`src/hw/rtl/trsr_pkg.sv`:
```
`default_nettype none
// ----------------------------------------------------------------------------
// trsr_pkg
// Shared sizes, codes and controller/datapath interface types for the
// trie shortest-root replacer.
// ----------------------------------------------------------------------------
package trsr_pkg;

	localparam int NODE_COUNT    = 1024;
	localparam int ALPHABET_SIZE = 26;

	localparam int NODE_W = (NODE_COUNT > 1) ? $clog2(NODE_COUNT) : 1;
	localparam int FREE_W = NODE_W + 1;
	localparam int LET_W  = (ALPHABET_SIZE > 1) ? $clog2(ALPHABET_SIZE) : 1;
	localparam int SLOTS  = NODE_COUNT * ALPHABET_SIZE;
	localparam int SLOT_W = $clog2(SLOTS);

	localparam logic [7:0] LETTER_BASE = 8'h61;
	localparam logic [7:0] SPACE_CHAR  = 8'h20;

	localparam logic [1:0] ACT_DICT_LETTER = 2'd0;
	localparam logic [1:0] ACT_DICT_END    = 2'd1;
	localparam logic [1:0] ACT_SENTENCE    = 2'd2;

	localparam logic [1:0] STATUS_OK       = 2'd0;
	localparam logic [1:0] STATUS_FULL     = 2'd1;
	localparam logic [1:0] STATUS_BAD_CHAR = 2'd2;

	typedef enum logic [1:0] {
		MODE_MATCH = 2'd0,
		MODE_PASS  = 2'd1,
		MODE_DROP  = 2'd2
	} word_mode_t;

	typedef struct packed {
		logic clear;    // step the clearing pass
		logic capture;  // take an input beat and launch the memory reads
		logic eval;     // resolve the read data and load the result
	} dp_cmd_t;

	typedef struct packed {
		logic clear_last;
	} dp_stat_t;

endpackage
`default_nettype wire

```
`src/hw/rtl/trsr_ctrl.sv`:
```
`default_nettype none
// ----------------------------------------------------------------------------
// trsr_ctrl
// Sequencer: clearing pass after reset, then capture / evaluate per beat,
// and the valid flag of the result register.
// ----------------------------------------------------------------------------
module trsr_ctrl import trsr_pkg::*; (
	input  wire logic     clk,
	input  wire logic     arst_n,
	input  wire logic     in_valid,
	output logic          in_ready,
	output logic          out_valid,
	input  wire logic     out_ready,
	output dp_cmd_t       cmd,
	input  wire dp_stat_t stat
);

	typedef enum logic [2:0] {
		ST_CLEAR = 3'b001,
		ST_IDLE  = 3'b010,
		ST_EVAL  = 3'b100
	} state_t;

	state_t state_q;
	state_t state_d;
	logic   out_valid_q;
	logic   accept;

	assign in_ready  = (state_q == ST_IDLE) && (!out_valid_q || out_ready);
	assign accept    = in_valid && in_ready;
	assign out_valid = out_valid_q;

	assign cmd.clear   = (state_q == ST_CLEAR);
	assign cmd.capture = accept;
	assign cmd.eval    = (state_q == ST_EVAL);

	always_comb begin
		state_d = state_q;
		unique case (state_q)
			ST_CLEAR: begin
				if (stat.clear_last) state_d = ST_IDLE;
			end
			ST_IDLE: begin
				if (accept) state_d = ST_EVAL;
			end
			ST_EVAL: begin
				state_d = ST_IDLE;
			end
			default: state_d = ST_CLEAR;
		endcase
	end

	always_ff @(posedge clk or negedge arst_n) begin
		if (!arst_n) begin
			state_q     <= ST_CLEAR;
			out_valid_q <= 1'b0;
		end else begin
			state_q <= state_d;
			// eval only runs after the previous beat has left
			if (state_q == ST_EVAL) begin
				out_valid_q <= 1'b1;
			end else if (out_ready) begin
				out_valid_q <= 1'b0;
			end
		end
	end

endmodule
`default_nettype wire

```
`config.mk`:
```
export PLATFORM = sky130hd
export DESIGN_NAME = trsr_ctrl
export DESIGN_NICKNAME = d
export VERILOG_FILES = /design/src/hw/rtl/trsr_pkg.sv /design/src/hw/rtl/trsr_ctrl.sv
export SDC_FILE = /design/constraint.sdc
export NUM_CORES = 1
export LEC_CHECK = 0
export BUFFER_PORTS_ARGS = -buffer_cell sky130_fd_sc_hd__buf_2
export CORE_AREA = 10 10 47 49
export CTS_BUF_LIST = sky130_fd_sc_hd__clkbuf_2
export DETAILED_ROUTE_END_ITERATION = 10
export DIE_AREA = 0 0 57 59
export PLACE_DENSITY = 0.44
export SLEW_MARGIN = 5
export SYNTH_ARGS = -nofsm -noshare
export SYNTH_HDL_FRONTEND = slang
export SYNTH_SLANG_ARGS = --single-unit
```
`constraint.sdc`:
```
create_clock -name clk -period 1.45 [get_ports clk]
set_input_delay 0.29 -clock clk [delete_from_list [all_inputs] [get_ports clk]]
set_output_delay 0.29 -clock clk [all_outputs]
set_load 0.03 [all_outputs]
```
==> impl_metrics.sql, run 1 <==
INSERT INTO impl_metrics (metric_group, metric, value, unit) VALUES
('power', 'totalPowerFinal', '0.680', 'mW'),
('place', 'standard_cell_area_after_detailed_placement', '267', 'um2'),
('detailed_routing', 'highest_layer', 'met3', ''),
('clock_network', 'clock-root-buffer', 'clkbuf_2', ''),
('setup_path', 'critPathTopFamily', 'simple AND/OR/NAND/NOR gates', ''),
('global_routing', 'groute.usage.overall', '4.11', '%'),
('place', 'dpl.cell_count', '43', ''),
('floorplanning', 'placement_rows', '14', ''),
('sta', 'worst_slew_pin_slew', '0.198', 'ns'),
('detailed_routing', 'wirelength_met1', '271', 'um'),
('detailed_routing', 'routed_length_on_met3', '56', 'um'),
('synthesis', 'number_of_cells_produced_by_synthesis', '19', ''),
('power', 'vdd.ir_drop.worst', '697', 'uV'),
('detailed_routing', 'post_drt_wl_per_cell', '10.9', 'um'),
('sta', 'max_freq', '680', 'MHz'),
('sta', 'timing_hold_violations_final', '0', ''),
('synthesis', 'ys_warn_count', '0', ''),
('finish', 'num_antenna_cells', '0', ''),
('synthesis', 'synth_area', '204', 'um2'),
('detailed_routing', 'postRouteAntennaNets', '0', ''),
('setup_path', 'cpPeakStageDelay', '0.40', 'ns'),
('setup_path', 'largest_fanout_of_any_net_on_the_critical_path', '4', ''),
('sta', 'slew-limit-headroom', '86.8', '%'),
('sta', 'setup_ws_post_layout', '-0.0205', 'ns'),
('detailed_routing', 'drt_drc_violations_left', '0', ''),
('sta', 'min_period_over_period', '101', '%'),
('floorplanning', 'coreArea', '0.00140', 'mm2'),
('setup_path', 'timing.critical_path.to_type', 'output pin', ''),
('finish', 'layout.cell_area.non_filler', '354', 'um2'),
('floorplanning', 'initial_standard_cell_utilization_of_the_core', '14.6', '%'),
('synthesis', 'ff_latch_count_synth', '4', ''),
('detailed_routing', 'num_vias', '202', ''),
('finish', 'synthToLayoutAreaGrowth', '73.6', '%'),
('floorplanning', 'die_x', '57', 'um'),
('floorplanning', 'boundaryPins', '10', ''),
('sta', 'min_period', '1.47', 'ns'),
('detailed_routing', 'detail_route.wirelength', '558', 'um'),
('worst_hold_path', 'worstHoldPathType', 'input port to flop', ''),
('floorplanning', 'total_die_area', '0.00336', 'mm2'),
('status', 'run_status', 'complete, but fails checks', ''),
('job', 'drv.max_cap_violation_count', '0', ''),
('finish', 'final_layout_size_suffix_gt1_share', '60.0', '%'),
('finish', 'layout.cells.most_common_list', 'buf_2 (5), clkbuf_2 (4), buf_4 (4)', ''),
('setup_path', 'worstSetupPathType', 'flop to output pin', ''),
('clock_network', 'cts_htree_levels', '1', ''),
('finish', 'mostFrequentLayoutCell', 'buf_2', ''),
('setup_path', 'critical_path_required', '1.16', 'ns'),
('setup_path', 'path_buf_inv', '1', ''),
('sta', 'setup_repair_after_global_routing_missed_its_margin', 'yes', ''),
('setup_path', 'crit_path_start_kind', 'flop', ''),
('sta', 'slew_viol_final', '0', ''),
('power', 'p_leak', '0.191', 'nW'),
('synthesis', 'postSynthAreaPerCell', '10.7', 'um2'),
('floorplanning', 'floorplan.die.height', '59', 'um'),
('sta', 'setup-violations-final', '2', ''),
('clock_network', 'cts_num_sinks', '4', ''),
('clock_network', 'bufs_on_longest_clock_path', '2', ''),
('setup_path', 'crit_chain', 'nor3b_4 -> and3_1 -> buf_6', ''),
('global_routing', 'grt_antenna_before_repair', '0', ''),
('global_routing', 'grt.overflow.total', '0', ''),
('global_routing', 'grt_max_degree', '6', ''),
('global_routing', 'grt_pass1_wl', '1050', 'um'),
('detailed_routing', 'drt_first_iter_violations', '6', ''),
('status', 'failed_checks', 'setup timing', ''),
('place', 'globalplace.congestion', '0.680', ''),
('clock_network', 'numCtsBuffers', '3', ''),
('clock_network', 'cts.reportedPaths.clkPinSlew', '0.06', 'ns'),
('sta', 'tns', '-0.0250', 'ns'),
('place', 'detailedPlacementHpwl', '408', 'um'),
('synthesis', 'synth_seq_area_share', '49.7', '%'),
('setup_path', 'critical_path.slowest_cell', 'dfrtp_1', '');
[state kept, by name, summed over array words and instances (netlist names)]
signal     cells
out_valid      1
state_q        3
[final timing paths]
kind / from / to / slack (ns) / cells after the start
max in group asynchronous: arst_n / state_q[0] / 0.84 / 2
min in group asynchronous: arst_n / out_valid / 0.39 / 2
worst max-delay path: state_q[2] / cmd[1] / -0.02 / 3
worst min-delay path: in_valid / state_q[2] / 0.33 / 2
worst max register to register: state_q[2] / state_q[1] / 0.32 / 4
worst min register to register: out_valid / out_valid / 0.59 / 2
[metrics by stage]
stage          utilization [%]  hold WS (ns)
2_1_floorplan                -      -0.00559
3_3_place_gp              19.0        0.0977
3_5_place_dp              19.0        0.0983
4_1_cts                   24.4         0.324
5_1_grt                   25.3         0.310
6_report                  25.3         0.329
[cell type report]
cell class / instances / area (um2) / share of cell area (%)
Tap cell: 16 / 20.0 / 5.65
Clock buffer: 4 / 20.0 / 5.65
Multi-Input combinational cell: 14 / 114 / 32.2
Timing Repair Buffer: 13 / 98.8 / 27.9
Sequential cell: 4 / 101 / 28.6
[cells by family (layout without fill, tap and decap cells)]
group / after synthesis / in the layout / share of synthesized area (%)
compound gates: 3 / 3 / 8.59
buf+inv: 1 / 17 / 3.68
flops: 4 / 4 / 49.7
simple gates: 11 / 11 / 38.0
[cells in the mapped netlist]
master | instances | share of area, %
a21o_1 | 1 | 3.7
a21oi_1 | 1 | 2.5
and2_2 | 1 | 3.7
and3_1 | 2 | 6.1
buf_4 | 1 | 3.7
dfrtp_1 | 3 | 37
dfstp_2 | 1 | 13
nand2_1 | 1 | 1.8
nand2b_1 | 2 | 6.1
nand3b_1 | 1 | 3.7
nor2_1 | 2 | 3.7
nor3b_1 | 1 | 3.7
nor3b_4 | 1 | 9.2
o21ai_0 | 1 | 2.5
[power by group]
group	total (mW)	internal, mW	switching, mW	leakage, nW
logic	0.364	0.192	0.172	0.124
registers	0.187	0.155	0.0322	0.0510
clock network	0.129	0.0729	0.0561	0.0166
[what timing repair did]
item,in CTS,in global routing
setup buffers,3,0
pin swaps,2,2
hold buffers,1,0
gates resized for setup,6,4
endpoints found under the setup margin,4,4
hold endpoints to repair,3,0
[metal layers]
metal | up-vias | global-route usage [%]
met3 | 0 | 3.65
met4 | 0 | 2.01
li1 | 95 | -
met2 | 10 | 4.81
met1 | 97 | 4.89
met5 | - | 0
Power figures use the tool's default switching activity.
==> run 2, diff against run 1 <==
- SETUP_SLACK_MARGIN: unset -> 0.4
==> impl_metrics.sql, run 2 (same netlist as run 1, synthesis figures left out) <==
INSERT INTO impl_metrics (metric_group, metric, value, unit) VALUES
('sta', 'min_period', '1.46', 'ns'),
('finish', 'num_antenna_cells', '0', ''),
('global_routing', 'grt_max_degree', '6', ''),
('setup_path', 'timing.critical_path.to_type', 'output pin', ''),
('power', 'flop_pwr_share', '26.3', '%'),
('detailed_routing', 'post_drt_wl_per_cell', '11.5', 'um'),
('floorplanning', 'die_x', '57', 'um'),
('power', 'power_frac_comb', '56.2', '%'),
('global_routing', 'groute.usage.overall', '3.59', '%'),
('setup_path', 'largest_fanout_of_any_net_on_the_critical_path', '3', ''),
('setup_path', 'critical_path_arrival', '1.17', 'ns'),
('floorplanning', 'floorplan.die.height', '59', 'um'),
('power', 'power_per_cell_area', '1760', 'mW/mm2'),
('clock_network', 'numCtsBuffers', '3', ''),
('sta', 'setup-violations-final', '1', ''),
('power', 'pwr-share-clk', '17.5', '%'),
('detailed_routing', 'first_pass_iters', '1', ''),
('place', 'globalplace.congestion', '0.675', ''),
('sta', 'setup_ws_post_layout', '-0.00785', 'ns'),
('sta', 'max_freq', '686', 'MHz'),
('global_routing', 'grt_antenna_before_repair', '0', ''),
('power', 'p_leak', '0.202', 'nW'),
('finish', 'layout.cells.non_filler', '53', ''),
('status', 'failed_checks', 'setup timing', ''),
('status', 'run_status', 'complete, but fails checks', ''),
('global_routing', 'grt.overflow.total', '0', ''),
('sta', 'slew_viol_final', '0', ''),
('job', 'drv.max_cap_violation_count', '0', ''),
('power', 'power.net_switching', '0.271', 'mW'),
('clock_network', 'clock-root-buffer', 'clkbuf_2', ''),
('finish', 'final_layout_size_suffix_gt1_share', '73.0', '%'),
('worst_hold_path', 'worstHoldPathType', 'input port to flop', ''),
('clock_network', 'clk-insertion-delay-late', '0.22', 'ns'),
('floorplanning', 'initial_standard_cell_utilization_of_the_core', '14.6', '%'),
('global_routing', 'grt_pass1_wl', '917', 'um'),
('clock_network', 'cts_htree_levels', '1', ''),
('sta', 'slew-limit-headroom', '86.7', '%'),
('floorplanning', 'boundaryPins', '10', ''),
('detailed_routing', 'num_vias', '200', ''),
('finish', 'final_net_count', '43', ''),
('setup_path', 'worstSetupPathType', 'flop to output pin', ''),
('floorplanning', 'coreArea', '0.00140', 'mm2'),
('detailed_routing', 'detail_route.vias_per_cell', '3.77', ''),
('detailed_routing', 'postRouteAntennaNets', '0', ''),
('clock_network', 'cts.reportedPaths.clkPinSlew', '0.07', 'ns'),
('sta', 'min_period_over_period', '101', '%'),
('setup_path', 'crit_path_start_kind', 'flop', ''),
('finish', 'synthToLayoutAreaGrowth', '99.4', '%'),
('finish', 'layout.cell_area.non_filler', '407', 'um2'),
('clock_network', 'bufs_on_longest_clock_path', '2', ''),
('finish', 'layout.cells.most_common_list', 'buf_6 (7), clkbuf_2 (4), buf_2 (4)', ''),
('clock_network', 'cts_tree', 'built', ''),
('finish', 'mostFrequentLayoutCell', 'buf_6', ''),
('floorplanning', 'total_die_area', '0.00336', 'mm2'),
('place', 'standard_cell_area_after_detailed_placement', '280', 'um2'),
('finish', 'largest_register_ffs', '3', ''),
('sta', 'setup_repair_after_global_routing_missed_its_margin', 'yes', ''),
('place', 'port_buffers', '9', ''),
('power', 'vdd.ir_drop.worst', '707', 'uV'),
('sta', 'fin_skew', '0.0218', 'ns'),
('finish', 'finalCoreUtilization', '29.0', '%'),
('floorplanning', 'placement_rows', '14', ''),
('detailed_routing', 'detail_route.wirelength', '607', 'um'),
('global_routing', 'first_global_vias', '223', ''),
('power', 'power.internal', '0.445', 'mW'),
('detailed_routing', 'drt_drc_violations_left', '0', ''),
('clock_network', 'cts_num_sinks', '4', ''),
('finish', 'largest_register', 'state_q', ''),
('sta', 'worst_slew_pin_slew', '0.197', 'ns'),
('detailed_routing', 'drt_first_iter_violations', '0', ''),
('place', 'dpl.cell_count', '44', ''),
('finish', 'n_fill_cell', '154', ''),
('power', 'netSwitchingFraction', '37.9', '%'),
('sta', 'timing_hold_violations_final', '0', ''),
('setup_path', 'critical_path_required', '1.16', 'ns');
==> run 2: power groups by stage <==
stage	sequential (mW)	clock [mW]	combinational [mW]
final	0.188	0.126	0.402
after global routing	0.192	0.141	0.428
after CTS	0.189	0.134	0.391
after detailed placement	0.193	0	0.283
after global placement	0.188	0	0.280
after floorplan	0.206	0	0.192
==> run 2: area by class of cell <==
cell class	instances	area, um2	share of cell area [%]
clock buffers	4	20.0	4.92
multi-input cells	14	133	32.6
flip-flops and latches	4	103	25.2
well taps	16	20.0	4.92
repair buffers	15	131	32.3
==> run 2: worst paths after layout <==
| check | startpoint | to | slack [ns] | cells past startpoint |
|---|---|---|---|---|
| worst max-delay path | state_q[2] | cmd[1] | -0.008 | 3 |
| worst min-delay path | in_valid | state_q[2] | 0.34 | 2 |
| worst max register to register | state_q[0] | state_q[1] | 0.25 | 5 |
| worst min register to register | state_q[1] | out_valid | 0.64 | 2 |
| max in group asynchronous | arst_n | state_q[0] | 0.82 | 2 |
| min in group asynchronous | arst_n | out_valid | 0.40 | 2 |
==> run 2: layer usage <==
layer	global-route usage, %	vias to the layer above	routed length, um
met5	0	-	0
met4	3.02	0	0
met3	3.86	0	121
met2	4.34	10	216
met1	3.35	91	269
li1	-	99	-
==> run 2: what timing repair did <==
action                                 in CTS  in global routing
buffers inserted                            3                  1
setup endpoints to repair                   6                  8
hold buffers                                1                  0
endpoints found under the hold margin       3                  0
pin swaps                                   1                  2
gates resized for setup                    14                  4
cloned                                      0                  0
==> run 2: worst max-delay path: stages, from the launching register on <==
cell and delay, ns:
dfrtp_2 0.42, nor3b_4 0.20, and3_4 0.20, buf_6 0.12
==> run 2: through the flow <==
stage,power (mW),setup TNS [ns],hold slack [ns],worst slack (ns)
after floorplan,0.398,0,-0.00559,0.200
after global placement,0.468,0,0.0950,0.106
after detailed placement,0.476,0,0.101,0.103
after CTS,0.714,-0.0305,0.318,-0.0254
after global routing,0.762,-0.163,0.334,-0.0794
final,0.716,-0.00785,0.339,-0.00785
